**src/rdrd_pkg.sv**
```systemverilog
package rdrd_pkg;

    localparam int LUMA_W     = 8;
    localparam int LEN_W      = 10;
    localparam int FRAC_W     = 16;
    localparam int FACTOR_W   = 16;
    localparam int CLUSTER_W  = 8;
    localparam int CNT_W      = 10;
    localparam int START_W    = 9;
    localparam int CFG_IDX_W  = 2;
    localparam int CFG_DATA_W = 16;

    localparam int MAX_RAY_SAMPLES_DEF = 512;

    localparam logic [FRAC_W-1:0]    BASIC_RST   = 16'd3277;
    localparam logic [FRAC_W-1:0]    SLOPE_RST   = 16'd19661;
    localparam logic [FACTOR_W-1:0]  FACTOR_RST  = 16'd100;
    localparam logic [CLUSTER_W-1:0] CLUSTER_RST = 8'd10;

    typedef enum logic [CFG_IDX_W-1:0] {
        CFG_BASIC,
        CFG_SLOPE,
        CFG_FACTOR,
        CFG_CLUSTER
    } t_cfg_idx;

    typedef enum logic [2:0] {
        ST_IDLE,
        ST_MUL1,
        ST_MUL2,
        ST_UPD,
        ST_CHK,
        ST_FIN
    } t_state;

    typedef struct packed {
        logic load;
        logic mul1;
        logic mul2;
        logic upd;
        logic chk;
        logic emit;
    } t_cmd;

    typedef struct packed {
        logic skip;
        logic last;
        logic out_busy;
    } t_status;

    typedef struct packed {
        logic [LUMA_W-1:0] luma;
        logic [LEN_W-1:0]  ray_length;
        logic [LUMA_W-1:0] frame_min_luma;
        logic [LUMA_W-1:0] frame_max_luma;
        logic              last_in_ray;
    } t_in_item;

endpackage

```
**src/rdrd_if.sv**
```systemverilog
interface rdrd_in_if;
    import rdrd_pkg::*;
    logic              valid;
    logic              ready;
    logic [LUMA_W-1:0] luma;
    logic [LEN_W-1:0]  ray_length;
    logic [LUMA_W-1:0] frame_min_luma;
    logic [LUMA_W-1:0] frame_max_luma;
    logic              last_in_ray;

    modport source (output valid, luma, ray_length, frame_min_luma, frame_max_luma,
                    last_in_ray, input ready);
    modport sink   (input valid, luma, ray_length, frame_min_luma, frame_max_luma,
                    last_in_ray, output ready);
endinterface

interface rdrd_out_if;
    import rdrd_pkg::*;
    logic               valid;
    logic               ready;
    logic               found;
    logic [START_W-1:0] start_index;
    logic [CNT_W-1:0]   point_count;

    modport source (output valid, found, start_index, point_count, input ready);
    modport sink   (input valid, found, start_index, point_count, output ready);
endinterface

interface rdrd_cfg_if;
    import rdrd_pkg::*;
    logic                  valid;
    logic                  ready;
    logic [CFG_IDX_W-1:0]  index;
    logic [CFG_DATA_W-1:0] data;

    modport source (output valid, index, data, input ready);
    modport sink   (input valid, index, data, output ready);
endinterface

```
**src/ray_dark_run_detector.sv**
```systemverilog
// Dark-run detector for one radial scan ray. Samples arrive in ray order on i_in; the one
// marked last_in_ray produces a single beat on o_out (found, start_index, point_count) and
// clears the ray state, every other sample produces nothing. One sample is worked on at a
// time: each sample walks the steps (accept, two multiply steps for the threshold, run
// update, early-stop check, finish) of the sequencer; a sample after an early stop or
// beyond MAX_RAY_SAMPLES goes from accept straight to finish. A last sample waits in the
// finish step while the previous result still sits unread in the output register.
// Configuration beats on i_cfg are taken at any time but belong between rays.
module ray_dark_run_detector #(
    parameter int MAX_RAY_SAMPLES = rdrd_pkg::MAX_RAY_SAMPLES_DEF
) (
    input  logic       i_clk,
    input  logic       i_rst_n,
    rdrd_in_if.sink    i_in,
    rdrd_cfg_if.sink   i_cfg,
    rdrd_out_if.source o_out
);
    import rdrd_pkg::*;

    t_cmd     w_cmd;
    t_status  w_sts;
    t_in_item w_item;
    logic     w_ready;

    assign i_in.ready = w_ready;

    assign w_item.luma           = i_in.luma;
    assign w_item.ray_length     = i_in.ray_length;
    assign w_item.frame_min_luma = i_in.frame_min_luma;
    assign w_item.frame_max_luma = i_in.frame_max_luma;
    assign w_item.last_in_ray    = i_in.last_in_ray;

    rdrd_ctrl u_ctrl (
        .i_clk   (i_clk),
        .i_rst_n (i_rst_n),
        .i_valid (i_in.valid),
        .o_ready (w_ready),
        .i_sts   (w_sts),
        .o_cmd   (w_cmd)
    );

    rdrd_datapath #(
        .MAX_RAY_SAMPLES (MAX_RAY_SAMPLES)
    ) u_datapath (
        .i_clk   (i_clk),
        .i_rst_n (i_rst_n),
        .i_cmd   (w_cmd),
        .o_sts   (w_sts),
        .i_item  (w_item),
        .i_cfg   (i_cfg),
        .o_out   (o_out)
    );

endmodule

```
**src/rdrd_ctrl.sv**
```systemverilog
module rdrd_ctrl (
    input  logic              i_clk,
    input  logic              i_rst_n,
    input  logic              i_valid,
    output logic              o_ready,
    input  rdrd_pkg::t_status i_sts,
    output rdrd_pkg::t_cmd    o_cmd
);
    import rdrd_pkg::*;

    t_state r_state;
    t_state n_state;

    always_ff @(posedge i_clk) begin
        if (!i_rst_n) begin
            r_state <= ST_IDLE;
        end else begin
            r_state <= n_state;
        end
    end

    always_comb begin
        n_state = r_state;
        o_ready = 1'b0;
        o_cmd   = '0;
        unique case (r_state)
            ST_IDLE: begin
                o_ready = 1'b1;
                if (i_valid) begin
                    o_cmd.load = 1'b1;
                    // stopped ray or index past the end: only the end-of-ray check remains
                    n_state = i_sts.skip ? ST_FIN : ST_MUL1;
                end
            end
            ST_MUL1: begin
                o_cmd.mul1 = 1'b1;
                n_state    = ST_MUL2;
            end
            ST_MUL2: begin
                o_cmd.mul2 = 1'b1;
                n_state    = ST_UPD;
            end
            ST_UPD: begin
                o_cmd.upd = 1'b1;
                n_state   = ST_CHK;
            end
            ST_CHK: begin
                o_cmd.chk = 1'b1;
                n_state   = ST_FIN;
            end
            ST_FIN: begin
                if (!i_sts.last) begin
                    n_state = ST_IDLE;
                end else if (!i_sts.out_busy) begin
                    o_cmd.emit = 1'b1;
                    n_state    = ST_IDLE;
                end
                // otherwise hold until the output register frees
            end
            default: begin
                n_state = ST_IDLE;
            end
        endcase
    end

`ifndef SYNTH
    a_accept_next: assert property (@(posedge i_clk) disable iff (!i_rst_n)
        (i_valid && o_ready) |=> (r_state == ST_MUL1 || r_state == ST_FIN))
        else $error("accepted beat did not start a sample sequence");
    a_emit_free: assert property (@(posedge i_clk) disable iff (!i_rst_n)
        o_cmd.emit |-> (!i_sts.out_busy && i_sts.last))
        else $error("result emitted into a busy output register");
    a_chk_fin: assert property (@(posedge i_clk) disable iff (!i_rst_n)
        (r_state == ST_CHK) |=> (r_state == ST_FIN))
        else $error("check step not followed by finish step");
`endif

endmodule

```
**src/rdrd_datapath.sv**
```systemverilog
module rdrd_datapath #(
    parameter int MAX_RAY_SAMPLES = rdrd_pkg::MAX_RAY_SAMPLES_DEF
) (
    input  logic               i_clk,
    input  logic               i_rst_n,
    input  rdrd_pkg::t_cmd     i_cmd,
    output rdrd_pkg::t_status  o_sts,
    input  rdrd_pkg::t_in_item i_item,
    rdrd_cfg_if.sink           i_cfg,
    rdrd_out_if.source         o_out
);
    import rdrd_pkg::*;

    localparam int IW     = $clog2(MAX_RAY_SAMPLES + 1);
    localparam int PA_W   = FRAC_W + LEN_W;
    localparam int PB_W   = FRAC_W + IW;
    localparam int SUM_W  = ((PA_W > PB_W) ? PA_W : PB_W) + 1;
    localparam int E_W    = LUMA_W + SUM_W;
    localparam int PC_W   = LUMA_W + LEN_W;
    localparam int LR_W   = PC_W + FRAC_W;
    localparam int CMP_W  = ((LR_W > E_W) ? LR_W : E_W) + 1;
    localparam int RS_W   = ((CNT_W + IW) > FACTOR_W) ? (CNT_W + IW) : FACTOR_W;
    localparam int DS_W   = ((2 * IW) > FACTOR_W) ? (2 * IW) : FACTOR_W;
    localparam int CD_W   = ((CLUSTER_W + IW) > CNT_W) ? (CLUSTER_W + IW) : CNT_W;
    localparam int DC_W   = (IW > CLUSTER_W) ? IW : CLUSTER_W;
    localparam logic [CNT_W-1:0] COUNT_LIMIT = '1;

    // configuration
    logic [FRAC_W-1:0]    r_basic;
    logic [FRAC_W-1:0]    r_slope;
    logic [FACTOR_W-1:0]  r_factor;
    logic [CLUSTER_W-1:0] r_cluster;

    // current sample and threshold products
    t_in_item          r_item;
    logic [PA_W-1:0]   r_pa;
    logic [PB_W-1:0]   r_pb;
    logic [PC_W-1:0]   r_pc;
    logic [PC_W-1:0]   r_pd;
    logic [E_W-1:0]    r_pe;
    logic              r_dark;

    // ray state
    logic [IW-1:0]     r_idx;
    logic [CNT_W-1:0]  r_run_count;
    logic [IW-1:0]     r_run_start;
    logic [CNT_W-1:0]  r_collected;
    logic              r_stopped;

    // output register
    logic               r_ovalid;
    logic               r_ofound;
    logic [START_W-1:0] r_ostart;
    logic [CNT_W-1:0]   r_ocount;

    logic [LEN_W-1:0] w_len;
    logic [CMP_W-1:0] w_lhs;
    logic [CMP_W-1:0] w_rhs;
    logic             w_dark;
    logic [IW-1:0]    w_d;
    logic             w_stop1;
    logic             w_stop2;
    logic             w_found;

    assign i_cfg.ready = 1'b1;

    always_ff @(posedge i_clk) begin
        if (!i_rst_n) begin
            r_basic   <= BASIC_RST;
            r_slope   <= SLOPE_RST;
            r_factor  <= FACTOR_RST;
            r_cluster <= CLUSTER_RST;
        end else if (i_cfg.valid) begin
            unique case (t_cfg_idx'(i_cfg.index))
                CFG_BASIC:   r_basic   <= i_cfg.data;
                CFG_SLOPE:   r_slope   <= i_cfg.data;
                CFG_FACTOR:  r_factor  <= i_cfg.data;
                CFG_CLUSTER: r_cluster <= i_cfg.data[CLUSTER_W-1:0];
                default: ;
            endcase
        end
    end

    // a zero ray length counts as one
    assign w_len = (r_item.ray_length == '0) ? LEN_W'(1) : r_item.ray_length;

    // luma*L*2^16 < min*L*2^16 + max*(basic*L + slope*i)
    assign w_lhs  = CMP_W'(r_pc) << FRAC_W;
    assign w_rhs  = (CMP_W'(r_pd) << FRAC_W) + CMP_W'(r_pe);
    assign w_dark = (r_item.luma != '0) && (w_lhs < w_rhs);

    always_ff @(posedge i_clk) begin
        if (i_cmd.load) begin
            r_item <= i_item;
        end
        if (i_cmd.mul1) begin
            r_pa <= PA_W'(r_basic) * PA_W'(w_len);
            r_pb <= PB_W'(r_slope) * PB_W'(r_idx);
            r_pc <= PC_W'(r_item.luma) * PC_W'(w_len);
            r_pd <= PC_W'(r_item.frame_min_luma) * PC_W'(w_len);
        end
        if (i_cmd.mul2) begin
            r_pe <= E_W'(r_item.frame_max_luma) * E_W'(SUM_W'(r_pa) + SUM_W'(r_pb));
        end
        if (i_cmd.upd) begin
            r_dark <= w_dark;
        end
    end

    // early-stop tests on the updated run state
    assign w_d = r_idx - r_run_start;

    assign w_stop1 = r_dark && (r_run_start != '0)
                   && (RS_W'(r_run_count) * RS_W'(r_run_start) > RS_W'(r_factor))
                   && (DC_W'(w_d) < DC_W'(r_cluster));

    assign w_stop2 = (r_run_start != '0) && (r_run_count != '0) && (r_idx >= r_run_start)
                   && (DS_W'(w_d) * DS_W'(r_run_start) > DS_W'(r_factor))
                   && (CD_W'(r_cluster) * CD_W'(w_d) < CD_W'(r_run_count));

    always_ff @(posedge i_clk) begin
        if (!i_rst_n || i_cmd.emit) begin
            r_idx       <= '0;
            r_run_count <= '0;
            r_run_start <= '0;
            r_collected <= '0;
            r_stopped   <= 1'b0;
        end else begin
            if (i_cmd.upd) begin
                if (w_dark) begin
                    if (r_run_count == '0) begin
                        r_run_start <= r_idx;
                        r_collected <= CNT_W'(1);
                    end else if (r_collected != COUNT_LIMIT) begin
                        r_collected <= r_collected + CNT_W'(1);
                    end
                    if (r_run_count != COUNT_LIMIT) begin
                        r_run_count <= r_run_count + CNT_W'(1);
                    end
                end else if (r_run_count != '0) begin
                    r_run_count <= r_run_count - CNT_W'(1);
                end
            end
            if (i_cmd.chk) begin
                if (w_stop1 || w_stop2) begin
                    r_stopped <= 1'b1;
                end else begin
                    r_idx <= r_idx + IW'(1);
                end
            end
        end
    end

    assign w_found = (r_run_count != '0);

    always_ff @(posedge i_clk) begin
        if (!i_rst_n) begin
            r_ovalid <= 1'b0;
        end else if (i_cmd.emit) begin
            r_ovalid <= 1'b1;
        end else if (o_out.ready) begin
            r_ovalid <= 1'b0;
        end
    end

    always_ff @(posedge i_clk) begin
        if (i_cmd.emit) begin
            r_ofound <= w_found;
            r_ostart <= w_found ? START_W'(r_run_start) : '0;
            r_ocount <= w_found ? r_collected : '0;
        end
    end

    assign o_out.valid       = r_ovalid;
    assign o_out.found       = r_ofound;
    assign o_out.start_index = r_ostart;
    assign o_out.point_count = r_ocount;

    assign o_sts.skip     = r_stopped || (r_idx >= IW'(MAX_RAY_SAMPLES));
    assign o_sts.last     = r_item.last_in_ray;
    assign o_sts.out_busy = r_ovalid && !o_out.ready;

`ifndef SYNTH
    a_run_le_collected: assert property (@(posedge i_clk) disable iff (!i_rst_n)
        r_run_count <= r_collected)
        else $error("run count exceeds collected points");
    a_start_le_idx: assert property (@(posedge i_clk) disable iff (!i_rst_n)
        r_run_start <= r_idx)
        else $error("run start lies beyond the sample index");
    a_stopped_holds: assert property (@(posedge i_clk) disable iff (!i_rst_n)
        (r_stopped && !i_cmd.emit) |=> ($stable(r_idx) && r_stopped))
        else $error("stopped ray advanced its index");
`endif

endmodule

```
**src/flat_wrapper.sv**
```systemverilog
// flat-port wrapper written by rule: the top's interface ports become plain ports
module ray_dark_run_detector_flat import rdrd_pkg::*;
#(
    parameter int MAX_RAY_SAMPLES = rdrd_pkg::MAX_RAY_SAMPLES_DEF
)
  (i_clk, i_rst_n, i_in_valid, i_in_luma, i_in_ray_length, i_in_frame_min_luma, i_in_frame_max_luma, i_in_last_in_ray, i_in_ready, i_cfg_valid, i_cfg_index, i_cfg_data, i_cfg_ready, o_out_valid, o_out_found, o_out_start_index, o_out_point_count, o_out_ready);
  rdrd_in_if i_in_i ();
  rdrd_cfg_if i_cfg_i ();
  rdrd_out_if o_out_i ();
  input  logic i_clk;
  input  logic i_rst_n;
  input wire logic [$bits(i_in_i.valid)-1:0] i_in_valid;
  input wire logic [$bits(i_in_i.luma)-1:0] i_in_luma;
  input wire logic [$bits(i_in_i.ray_length)-1:0] i_in_ray_length;
  input wire logic [$bits(i_in_i.frame_min_luma)-1:0] i_in_frame_min_luma;
  input wire logic [$bits(i_in_i.frame_max_luma)-1:0] i_in_frame_max_luma;
  input wire logic [$bits(i_in_i.last_in_ray)-1:0] i_in_last_in_ray;
  output wire logic [$bits(i_in_i.ready)-1:0] i_in_ready;
  input wire logic [$bits(i_cfg_i.valid)-1:0] i_cfg_valid;
  input wire logic [$bits(i_cfg_i.index)-1:0] i_cfg_index;
  input wire logic [$bits(i_cfg_i.data)-1:0] i_cfg_data;
  output wire logic [$bits(i_cfg_i.ready)-1:0] i_cfg_ready;
  output wire logic [$bits(o_out_i.valid)-1:0] o_out_valid;
  output wire logic [$bits(o_out_i.found)-1:0] o_out_found;
  output wire logic [$bits(o_out_i.start_index)-1:0] o_out_start_index;
  output wire logic [$bits(o_out_i.point_count)-1:0] o_out_point_count;
  input wire logic [$bits(o_out_i.ready)-1:0] o_out_ready;
  assign i_in_i.valid = i_in_valid;
  assign i_in_i.luma = i_in_luma;
  assign i_in_i.ray_length = i_in_ray_length;
  assign i_in_i.frame_min_luma = i_in_frame_min_luma;
  assign i_in_i.frame_max_luma = i_in_frame_max_luma;
  assign i_in_i.last_in_ray = i_in_last_in_ray;
  assign i_in_ready = i_in_i.ready;
  assign i_cfg_i.valid = i_cfg_valid;
  assign i_cfg_i.index = i_cfg_index;
  assign i_cfg_i.data = i_cfg_data;
  assign i_cfg_ready = i_cfg_i.ready;
  assign o_out_valid = o_out_i.valid;
  assign o_out_found = o_out_i.found;
  assign o_out_start_index = o_out_i.start_index;
  assign o_out_point_count = o_out_i.point_count;
  assign o_out_i.ready = o_out_ready;
  ray_dark_run_detector #(.MAX_RAY_SAMPLES(MAX_RAY_SAMPLES)) u_core (.i_clk(i_clk), .i_rst_n(i_rst_n), .i_in(i_in_i), .i_cfg(i_cfg_i), .o_out(o_out_i));
endmodule
```
**config.mk**
```make
export PLATFORM = sky130hd
export DESIGN_NAME = ray_dark_run_detector_flat
export DESIGN_NICKNAME = d
export VERILOG_FILES = /design/src/rdrd_pkg.sv /design/src/rdrd_if.sv /design/src/ray_dark_run_detector.sv /design/src/rdrd_ctrl.sv /design/src/rdrd_datapath.sv /design/src/flat_wrapper.sv
export SDC_FILE = /design/constraint.sdc
export NUM_CORES = 2
export LEC_CHECK = 0
export BUFFER_PORTS_ARGS = -buffer_cell sky130_fd_sc_hd__buf_4
export CORE_MARGIN = 2
export CORE_UTILIZATION = 60
export DETAILED_ROUTE_END_ITERATION = 10
export PLACE_DENSITY = 0.87
export SLEW_MARGIN = 10
export SYNTH_ARGS = -nofsm -noshare
export SYNTH_HDL_FRONTEND = slang
export SYNTH_HIERARCHICAL = 1
export SYNTH_SLANG_ARGS = --single-unit
```
**constraint.sdc**
```tcl
create_clock -name i_clk -period 9.8 [get_ports i_clk]
set_input_delay 0.49 -clock i_clk [delete_from_list [all_inputs] [get_ports i_clk]]
set_output_delay 0.49 -clock i_clk [all_outputs]
set_load 0.02 [all_outputs]
```
[After elaboration in Yosys (flattened, before gate mapping)]
Cells that the tools add are included.
Word-level totals
  register bits: 280
  logic and storage cells: 118
  input port bits: 58
  output and inout bits: 23
Operators by class
  bitwise logic cells: 1
  equality and inequality tests: 13
  order comparisons: 7
  mux-type cells: 23
  $mul: 8
  reduce and logical (&&, ||, !) cells: 34
  add/sub/neg operators: 7
Operator list (number)
  10-bit two-way mux: 6
  8-bit by 10-bit multiplier with 18-bit output: 3
  16-bit by 10-bit multiplier with 26-bit output: 2
  20-bit by 16-bit > comparator with 1-bit output: 2
  10-bit by 10-bit multiplier with 20-bit output: 2
  34-bit by 35-bit adder with 36-bit output: 1
  34-bit by 36-bit < comparator with 1-bit output: 1
  8-bit by 27-bit multiplier with 35-bit output: 1
  10-bit by 1-bit adder with 10-bit output (second input constant): 3
  26-bit by 26-bit adder with 27-bit output: 1
  10-bit logical NOT: 2
  10-bit != test (second input constant): 2
  10-bit nonzero test: 2
  18-bit by 10-bit < comparator with 1-bit output: 1
  3-bit case mux with 6 select lines: 1
  2-bit AND reduction: 7
  1-bit two-way mux: 12
  3-bit two-way mux: 4
  10-bit greater-or-equal comparator: 1
  10-bit greater-or-equal comparator (second input constant): 1
  10-bit by 8-bit < comparator with 1-bit output: 1
  10-bit by 1-bit subtractor with 10-bit output (second input constant): 1
  10-bit subtractor: 1
  1-bit logical AND: 9
  other kinds (16): 26

[Logic depth before layout (Yosys ltp)]
  depth after elaboration: 8
  mapped depth: 38

[Cells and area by module]
Netlist, hierarchy kept.
By module, submodules not included
  rdrd_datapath: area an instance 44637.8 um^2, sequential area each 7337.0 um^2, cells an instance 4913, instances 1
  rdrd_ctrl: area an instance 207.7 um^2, sequential area each 60.1 um^2, cells an instance 24, instances 1

[Worst setup path after synthesis]
No wires, ideal clock.
  path type: register to register
  from: register u_core.u_datapath.r_run_start[1]
  to: register u_core.u_datapath.r_idx[7]
  arrival: 8473 ps
  slack: 1256 ps
  library setup time: 70 ps
  required time: 9730 ps
  cell stages (with the launch flop): 38
  path through: dfxtp_1 > clkbuf_1 > inv_1 > ha_1 > nor2b_1 > o21ai_0 > a21oi_1 > a2111o_1 > nand2_1 > xnor2_1 > clkbuf_1 > nand2_1 > fa_1 > inv_1 > fa_1 > inv_1 > fa_1 > inv_1 > [... 2 more ...] > fa_1 > inv_1 > ha_1 > o21a_1 > a21oi_2 > a21oi_1 > a31oi_1 > xnor2_1 > ha_1 > a21o_1 > a21o_1 > a21oi_1 > nand2_1 > a21o_1 > a222oi_1 > a211oi_2 > or4_1 > a21oi_1
Between the ends
  cells in the longest elaborated chain, start to end: 8
  elaborated cells on any way between the ends: 20
Ends and longest elaborated chain
  from (decl): line rdrd_datapath.sv:46  | logic [IW-1:0] r_run_start;
  from (signal assigned): line rdrd_datapath.sv:132  | r_run_start <= r_idx;
  10-bit subtractor / 10-bit nonzero test (equally long branches): line rdrd_datapath.sv:111, rdrd_datapath.sv:113, rdrd_datapath.sv:117
  10-bit by 10-bit multiplier with 20-bit output / 1-bit logical AND (equally long branches): line rdrd_datapath.sv:118, rdrd_datapath.sv:117
  20-bit by 16-bit > comparator with 1-bit output / 1-bit logical AND (equally long branches): line rdrd_datapath.sv:118, rdrd_datapath.sv:117
  1-bit logical AND: line rdrd_datapath.sv:118  | && (DS_W'(w_d) * DS_W'(r_run_start) > DS_W'(r_factor))
  1-bit logical AND: line rdrd_datapath.sv:119  | && (CD_W'(r_cluster) * CD_W'(w_d) < CD_W'(r_run_count));
  1-bit logical OR (*): line rdrd_datapath.sv:145  | if (w_stop1 || w_stop2) begin
  1-bit inverter (no line) (*)
  2-bit AND reduction (no line) (*)
  to (signal assigned): line rdrd_datapath.sv:148  | r_idx <= r_idx + IW'(1);
  to (decl): line rdrd_datapath.sv:44  | logic [IW-1:0] r_idx;
Every way passes the cells marked *; elsewhere a longest branch is shown, timed or not.
A chain may end at the register's enable or synchronous reset.

[Final worst setup path]
  from: register u_core.u_datapath.r_run_start[4]
  to: register u_core.u_datapath.r_idx[7]
Same word-level chain as after synthesis.

==> metrics <==
drt drc 0; Setup Viol. Count Final 0; Slew Limit Fails 0; r2r endpoint u_core/u_datapath/r_idx[7]$_SDFFE_PP0P_; Crit Path Max Fanout 19; largest net degree at the start of global routing 80; Ports 81; syn nets roughly 6200; TritonCTS Buffers 36; Synth-to-Final Area Change 5.63%; area leader, netlist fa_1; CTS resizes 0; routed len/inst 18.4 µm; number of synthesized flops with an enable pin 179; DRT Pass-1 Iters 6; syn_area_per_cell 9.08 µm²; status complete, no violations; synthesized flop and latch total between 200 and 300; die span in y 277 µm; DR top layer met4; Buffers on Ports 79; first-pass GRT wire length around 180000 µm; Final ANT Viol Nets 0; Reg2Reg Depth 33; layout cells sized above 1 4.38%; relative slew slack 21.1%; Crit. End Element register; initial antenna violation count 2; top post-synthesis cells by count inv_1 (779), nand2_1 (697), fa_1 (642); CP Data Required Time 10.28 ns; FF-to-FF Start u_core/u_datapath/r_run_start[4]$_SDFFE_PP0P_; Skew-Pair Late Insertion Delay 0.56 ns; total wire length 109000 µm; DRT met1 WL 44500 µm; Worst Skew 0.0174 ns; Hold Path End u_core/u_datapath/r_item[12]$_DFFE_PP_; DR WL met2 50600 µm; initial core utilization 60.4%; Fmax achieved 0.107 GHz; Synth cell types 82; Clock Pin Slew Worst Setup and Hold Paths 0.07 ns; DIE WIDTH 277 µm; core area 74200 µm²; Final GP Congestion roughly 0.94; fin crit share 95.1%; multi-input logic area 33800 µm²; Iter 0 DRT Violations 3076; HPWL after detailed placement 86100 µm; Critical Path Source Type register; vias after detailed routing between 30000 and 40000; Max stage delay cell, worst path dfxtp_1; Synth top area share between 20% and 30%; number of hold buffers added after cts 0; most area-consuming cells after synthesis fa_1 (29%), ha_1 (15%), edfxtp_1 (12%), inv_1 (6.5%), nand2_1 (5.8%); Root Buffer clkbuf_16; vias in the first global route 36174; setup TNS 0 ns; Worst Hold Launch i_in_frame_min_luma[3]; most frequent CP cell fa_1; Die ar. 76900 µm²; Synth Instances 4937; Syn Std Cell Area ~45000 µm²; Register Area around 7400 µm²; Max Cap Violations 0; Final Critical Period 9.32 ns; CP arrival 9.80 ns; hold depth 1; nets 6144; Rows 100; aggregate global-route resource usage 28.8%; worst hold path type in -> reg; Longest Clk Path Bufs 3; CTS tree done; postcts setup bufs 0; vias per std cell 5.91; Top FF cell, synth edfxtp_1; Hold Vio Cnt, Final 0; Synth Warn # 6; Clock Sinks 280; Post-synth ARST share 0%; grt total ovfl 0; sequential share of the synthesized area about 16%; Least-Margin Pin Slew about 1.2 ns; Setup CP Type reg -> reg; met3 WL post-DR between 9000 and 10000 µm; most numerous cell in the Yosys netlist inv_1; H-tree level count 2; FILL cells about 5700; R2R Setup Slk 0.48 ns; RSZ-0062 raised after global routing no; CP peak stage delay 0.70 ns
-- worst max-delay path, delay by kind of cell, from the launching register on --
kind / cells / cell delay (ns)
AND/OR/NAND/NOR: 5 / 1.06
buffers and inverters: 6 / 1.03
XOR/XNOR: 2 / 0.29
AO/OA/AOI/OAI: 12 / 2.49
adder cells (fa/ha/maj): 8 / 3.64
flip-flops: 1 / 0.70
-- cells in the final DEF, fill, tap and decap left out, types with 25 or more instances in the layout --
cell         n
inv_1      779
nand2_1    697
fa_1       642
ha_1       539
and2_1     395
a21oi_1    181
edfxtp_1   179
nor2_1     174
buf_4      123
xnor2_1    122
dfxtp_1    101
o21ai_0     98
a21o_1      79
nor2b_1     69
nand3_1     59
nor3_1      51
xor2_1      48
a21boi_0    46
and3_1      38
clkbuf_16   37
nand2b_1    34
o21a_1      33
a211oi_1    32
nand4_1     31
or3_1       26
o31ai_1     25
a31oi_1     25
-- worst max path at each step --
stage	cells past startpoint	slack, ns	endpoint	start
after global routing	33	0.07	u_core/u_datapath/r_idx[7]$_SDFFE_PP0P_	u_core/u_datapath/r_run_start[4]$_SDFFE_PP0P_
after global placement	32	0.57	u_core/u_datapath/r_idx[3]$_SDFFE_PP0P_	u_core/u_datapath/r_run_start[4]$_SDFFE_PP0P_
after detailed placement	32	0.40	u_core/u_datapath/r_idx[7]$_SDFFE_PP0P_	u_core/u_datapath/r_run_start[4]$_SDFFE_PP0P_
after CTS	32	0.32	u_core/u_datapath/r_idx[7]$_SDFFE_PP0P_	u_core/u_datapath/r_run_start[4]$_SDFFE_PP0P_
after floorplan	37	1.26	u_core/u_datapath/r_idx[7]$_SDFFE_PP0P_	u_core/u_datapath/r_run_start[1]$_SDFFE_PP0P_
final	33	0.48	u_core/u_datapath/r_idx[7]$_SDFFE_PP0P_	u_core/u_datapath/r_run_start[4]$_SDFFE_PP0P_
-- final cells by class --
cell class	instances	share of cell area [%]
clock inverter	13	0.230
timing repair buffer	123	1.95
inverter	782	6.20
clock buffer	48	2.15
multi-input combinational	3682	71.3
tap	969	2.56
antenna	1	0.00528
sequential	280	15.6
-- metrics by stage --
| stage | hold WS [ns] | setup WS [ns] | instances | utilization (%) | area, µm² |
|---|---|---|---|---|---|
| final | 0.105 | 0.483 | 5898 | 63.8 | 47400 |
| after global routing | 0.0820 | 0.0738 | 5898 | 63.8 | 47400 |
| after floorplan | 0.442 | 1.26 | 4937 | - | 44800 |
| after detailed placement | 0.460 | 0.398 | 5835 | 62.3 | 46200 |
| after CTS | 0.0761 | 0.323 | 5896 | 63.8 | 47400 |
| after global placement | 0.454 | 0.568 | 5835 | 62.3 | 46200 |
-- state kept, by name, indices dropped and copies added, names as in the netlist, 16 cells and up --
signal	flops
u_core/u_datapath/r_basic	16
u_core/u_datapath/r_factor	16
u_core/u_datapath/r_item	34
u_core/u_datapath/r_pa	26
u_core/u_datapath/r_pb	26
u_core/u_datapath/r_pc	18
u_core/u_datapath/r_pd	18
u_core/u_datapath/r_pe	35
u_core/u_datapath/r_slope	16
-- per-layer routing --
metal	global-route usage [%]	vias to the layer above
met3	5.24	268
met4	10.3	0
met5	0	-
met2	47.4	1493
met1	38.4	17210
li1	-	15905
-- cells by family after synthesis --
kind of cell | share of synthesized area (%)
multiplexers | 0.312
AO/OA/AOI/OAI | 9.75
adder cells (fa/ha/maj) | 43.7
AND/OR/NAND/NOR | 18.2
flip-flops | 16.5
buffers and inverters | 8.24
other | 0.00836
XOR/XNOR | 3.32
Power is left out: the tool's default activity adds up to more than one toggle a clock period on the data nets, which glitch-free logic cannot reach.
